`config.mk`:
```
export PLATFORM = sky130hd
export DESIGN_NAME = mcbt_queue
export DESIGN_NICKNAME = d
export VERILOG_FILES = /design/src/rtl/core/mcbt_pkg.sv /design/src/rtl/core/mcbt_queue.sv
export SDC_FILE = /design/constraint.sdc
export NUM_CORES = 1
export LEC_CHECK = 0
export BUFFER_PORTS_ARGS = -buffer_cell sky130_fd_sc_hd__buf_2
export CAP_MARGIN = 40
export CORE_MARGIN = 2
export CORE_UTILIZATION = 44
export CTS_CLUSTER_DIAMETER = 120
export DETAILED_ROUTE_END_ITERATION = 16
export GPL_TIMING_DRIVEN = 0
export PLACE_DENSITY = 0.72
export SYNTH_ARGS = -nofsm -noshare
export SYNTH_HDL_FRONTEND = slang
export SYNTH_SLANG_ARGS = --single-unit
export TNS_END_PERCENT = 10
```
`constraint.sdc`:
```
create_clock -name aclk -period 3.37 [get_ports aclk]
set_input_delay 0.1685 -clock aclk [delete_from_list [all_inputs] [get_ports aclk]]
set_output_delay 0.1685 -clock aclk [all_outputs]
set_load 0.02 [all_outputs]
```
`src/rtl/core/mcbt_pkg.sv`:
```
package mcbt_pkg;

    localparam int ADDR_W      = 30;
    localparam int IDX_W       = 7;
    localparam int CNT_W       = 8;
    localparam int ACT_W       = 3;
    localparam int KIND_W      = 3;
    localparam int QUEUE_DEPTH = 4;

    // action codes on the input channel
    localparam logic [ACT_W-1:0] ACT_CLEAR     = 3'd0;
    localparam logic [ACT_W-1:0] ACT_APPEND    = 3'd1;
    localparam logic [ACT_W-1:0] ACT_MARK      = 3'd2;
    localparam logic [ACT_W-1:0] ACT_SWEEP     = 3'd3;
    localparam logic [ACT_W-1:0] ACT_TRANSLATE = 3'd4;
    localparam logic [ACT_W-1:0] ACT_READ      = 3'd5;

    // result kinds
    localparam logic [KIND_W-1:0] KIND_ACK   = 3'd0;
    localparam logic [KIND_W-1:0] KIND_MOVE  = 3'd1;
    localparam logic [KIND_W-1:0] KIND_XLATE = 3'd2;
    localparam logic [KIND_W-1:0] KIND_DONE  = 3'd3;
    localparam logic [KIND_W-1:0] KIND_ENTRY = 3'd4;

    // register indexes
    localparam logic REG_HEAP_BASE = 1'b0;
    localparam logic REG_HEAP_END  = 1'b1;

    typedef enum logic [2:0] {
        OP_CLEAR,
        OP_APPEND,
        OP_MARK,
        OP_SWEEP,
        OP_TRANSLATE,
        OP_READ,
        OP_NOP
    } op_t;

    typedef struct packed {
        op_t               op;
        logic [ADDR_W-1:0] address;
        logic [IDX_W-1:0]  index;
    } cmd_t;

    typedef struct packed {
        logic [KIND_W-1:0] kind;
        logic [ADDR_W-1:0] source;
        logic [ADDR_W-1:0] destination;
        logic [ADDR_W-1:0] length;
        logic [CNT_W-1:0]  count;
        logic              overflow;
        logic              last;
    } res_t;

    typedef struct packed {
        logic full;
        logic empty;
    } qstat_t;

endpackage

```
`src/rtl/core/mcbt_queue.sv`:
```
module mcbt_queue (
    input  logic             aclk,
    input  logic             aresetn,
    input  logic             push,
    input  mcbt_pkg::cmd_t   push_cmd,
    input  logic             pop,
    output mcbt_pkg::qstat_t stat,
    output mcbt_pkg::cmd_t   head
);
    import mcbt_pkg::*;

    localparam int PW = $clog2(QUEUE_DEPTH);
    localparam int CW = $clog2(QUEUE_DEPTH + 1);

    cmd_t          entry_reg [QUEUE_DEPTH];
    logic [PW-1:0] wr_ptr_reg, wr_ptr_next;
    logic [PW-1:0] rd_ptr_reg, rd_ptr_next;
    logic [CW-1:0] fill_reg, fill_next;
    logic          do_push, do_pop;

    assign stat.full  = (fill_reg == CW'(QUEUE_DEPTH));
    assign stat.empty = (fill_reg == '0);
    assign head       = entry_reg[rd_ptr_reg];
    assign do_push    = push && !stat.full;
    assign do_pop     = pop && !stat.empty;

    always_comb begin
        wr_ptr_next = do_push ? PW'(wr_ptr_reg + 1'b1) : wr_ptr_reg;
        rd_ptr_next = do_pop ? PW'(rd_ptr_reg + 1'b1) : rd_ptr_reg;
        fill_next   = fill_reg;
        if (do_push && !do_pop) begin
            fill_next = CW'(fill_reg + 1'b1);
        end else if (do_pop && !do_push) begin
            fill_next = CW'(fill_reg - 1'b1);
        end
    end

    always_ff @(posedge aclk) begin
        if (!aresetn) begin
            wr_ptr_reg <= '0;
            rd_ptr_reg <= '0;
            fill_reg   <= '0;
        end else begin
            wr_ptr_reg <= wr_ptr_next;
            rd_ptr_reg <= rd_ptr_next;
            fill_reg   <= fill_next;
        end
    end

    always_ff @(posedge aclk) begin
        if (do_push) begin
            entry_reg[wr_ptr_reg] <= push_cmd;
        end
    end

endmodule

```
==> flow_summary.ini <==
[run_status]
status = completed

[setup_path]
reg2reg_from = fill_reg[0]
crit_type = flip-flop to flip-flop
reg2reg_setup_slack_ps = 1120
arrival_ps = 2600
slowest_stage = dfxtp_1
cp-start-kind = flip-flop
cp_max_fo = 7
crit_path_cell_trace = nor3b_2, nor2b_1, buf_6, ha_1, inv_1, fa_1, xor2_1, or3_1, a21boi_0
cp_slowest_stage_delay_ps = 500
startpoint = fill_reg[0]
regToRegEndpoint = fill_reg[2]
crit_required_ps = 3720
critPathCapture = fill_reg[2]
r2r_cells = 9
worstSetupEndpointType = flip-flop

[layout]
largest_reg_flops = 160
multi_input_area_um2 = 1190
drive_gt1_frac = 0.410
num_antenna_cells = 0
synthToLayoutAreaGrowth_pct = 27.7
final_common_cell = edfxtp_1
fillers = 1049
mostFrequentLayoutCells = edfxtp_1, buf_2, mux4_2, dlygate4sd3_1, clkbuf_16
seq_area_um2 = 4980
nNetsFinal = 454

[synthesis]
ys_seq_elements = 169
synth_top_family_by_area = multiplexers
synth_compound_area_frac = 0.00536
synthAdderAreaFrac = 0.0131
synth_flop_cell = edfxtp_1
synthSimpleGateAreaFrac = 0.0161
synthCells = 257
avgSynthCellArea_um2 = 24.5
synthDistinctLibCells = 23
ys.warnings.count = 0
synth_area_um2 = 6310
synth_mux_area_frac = 0.148
async_flop_share = 0
ys_seq_area_frac = 0.790
synth-xor-area-share = 0.00556
synth_edf_count = 160
syn_nets = 307

[clocking]
clkLatencyLatePin_ps = 420
cts_sinks = 169
clk_pin_slew_ps = 60
post_cts_buffers = 0
cts.path.max_buffers = 2
h-tree-depth = 4
cts_tree = done
cts_made_buffers = 17
root_buffer = clkbuf_16

[global_route]
antenna_found_initial = 0
grt_max_degree = 23
grt_pass1_wl_um = 16900
grt_pass1_vias = 3202
overflow = 0
track_usage = 0.158

[place]
place.gp.congestion = 0.693
dpl.hpwl_um = 6360
dp_slack_ps = 1140
portBuffers = 84

[die]
die_h_um = 124
fp.coreArea_um2 = 13900
rows = 43
design.die.area_um2 = 15300
die_w_um = 124
initial_core_util = 0.453
io_pins = 86

[timing]
worst_slew_pin_slew_ps = 651
fmax_mhz = 445
fin_crit_ps = 2250
rsz0062_at_grt = no
fin_ws_ps = 1120
setup_viol = 0
fin_tns_setup_ps = 0
maxSlewViolCount = 0
slew-limit-headroom = 0.566
hold_ws_ps = 148
fin_skew_ps = 8.52
fin_crit_sh = 0.667
hold_viol_final = 0

[route]
remaining_drc_errors = 0
viasPerCell = 5.01
drtIter0Drc = 146
wirelength_um = 11000
firstDrtPassIters = 4
num_vias = 2990
wl_per_cell_um = 18.5
postRouteAntennaNets = 0

[power_and_ir_drop]
powerDensity_nw_per_um2 = 779
p_leak_nw = 2.78
power_w = 0.00628
ir_drop_mv = 0.401

[job]
maxCapViolCount = 0

[worst_hold_path]
min_path_type = primary input to flip-flop
==> layout make-up <==
class,instances,area share
inverters,3,0.00140
flip-flops and latches,169,0.619
clock inverters,8,0.0180
plain buffers,11,0.0157
multi-input cells,74,0.148
well taps,180,0.0280
repair buffers,128,0.112
clock buffers,24,0.0586
==> logic make-up after synthesis <==
logic type / Yosys count
AO/OA/AOI/OAI: 4
AND/OR/NAND/NOR: 17
adder cells (fa/ha/maj): 6
buffers and inverters: 14
flip-flops: 169
multiplexers: 43
XOR/XNOR: 4
==> how the worst min path moves through the flow <==
stage                  from                to  depth (start not counted)
2_1_floorplan   push_cmd[0]   entry_reg[0][0]                          0
3_3_place_gp   push_cmd[23]  entry_reg[1][23]                          1
3_5_place_dp   push_cmd[16]  entry_reg[1][16]                          1
4_1_cts             aresetn       fill_reg[2]                          2
5_1_grt             aresetn       fill_reg[2]                          2
6_report            aresetn       fill_reg[2]                          2
==> per-layer routing <==
layer  track usage  share of wire
met1         0.193           0.43
met2         0.262           0.52
met3        0.0430          0.037
met4        0.0724          0.017
met5             0              0
==> through the flow <==
step                      utilization  area (um2)  instances
final                           0.578        8050        597
after global routing            0.578        8050        597
after CTS                       0.578        8050        597
after detailed placement        0.505        7040        525
after global placement          0.499        6950        521
after floorplan                     -        6310        257
==> critical path: cells and delay by family, from the launching register on <==
kind / cells / cell delay [ps]
and+or+nand+nor: 3 / 570
adders and majority gates: 2 / 560
DFF: 1 / 500
buffers and inverters: 2 / 210
xor gates and xnor gates: 1 / 170
AOI/OAI and AO/OA: 1 / 160
==> cells in the mapped netlist, types with 2 or more instances <==
library cell | n | share of area
xnor2_1 | 3 | 0.0042
mux4_2 | 40 | 0.14
nand2_1 | 4 | 0.0024
buf_2 | 4 | 0.0032
buf_12 | 4 | 0.013
nor2b_1 | 2 | 0.0020
buf_6 | 2 | 0.0036
inv_1 | 3 | 0.0018
mux2i_1 | 3 | 0.0048
ha_1 | 5 | 0.0099
dfxtp_1 | 9 | 0.029
edfxtp_1 | 160 | 0.76
and2_1 | 8 | 0.0079
==> power by group <==
| part | leakage, nW | switching (W) | internal, W |
|---|---|---|---|
| Clock | 0.294 | 0.000729 | 0.00128 |
| Sequential | 1.54 | 0.0000768 | 0.00255 |
| Combinational | 0.947 | 0.000874 | 0.000768 |
| Total | 2.78 | 0.00168 | 0.00460 |
==> timing repair <==
item,in CTS,in global routing
hold buffers,40,0
gates resized for setup,0,0
endpoints found under the setup margin,0,0
endpoints found under the hold margin,160,0
(Power assumes the default switching activity.)
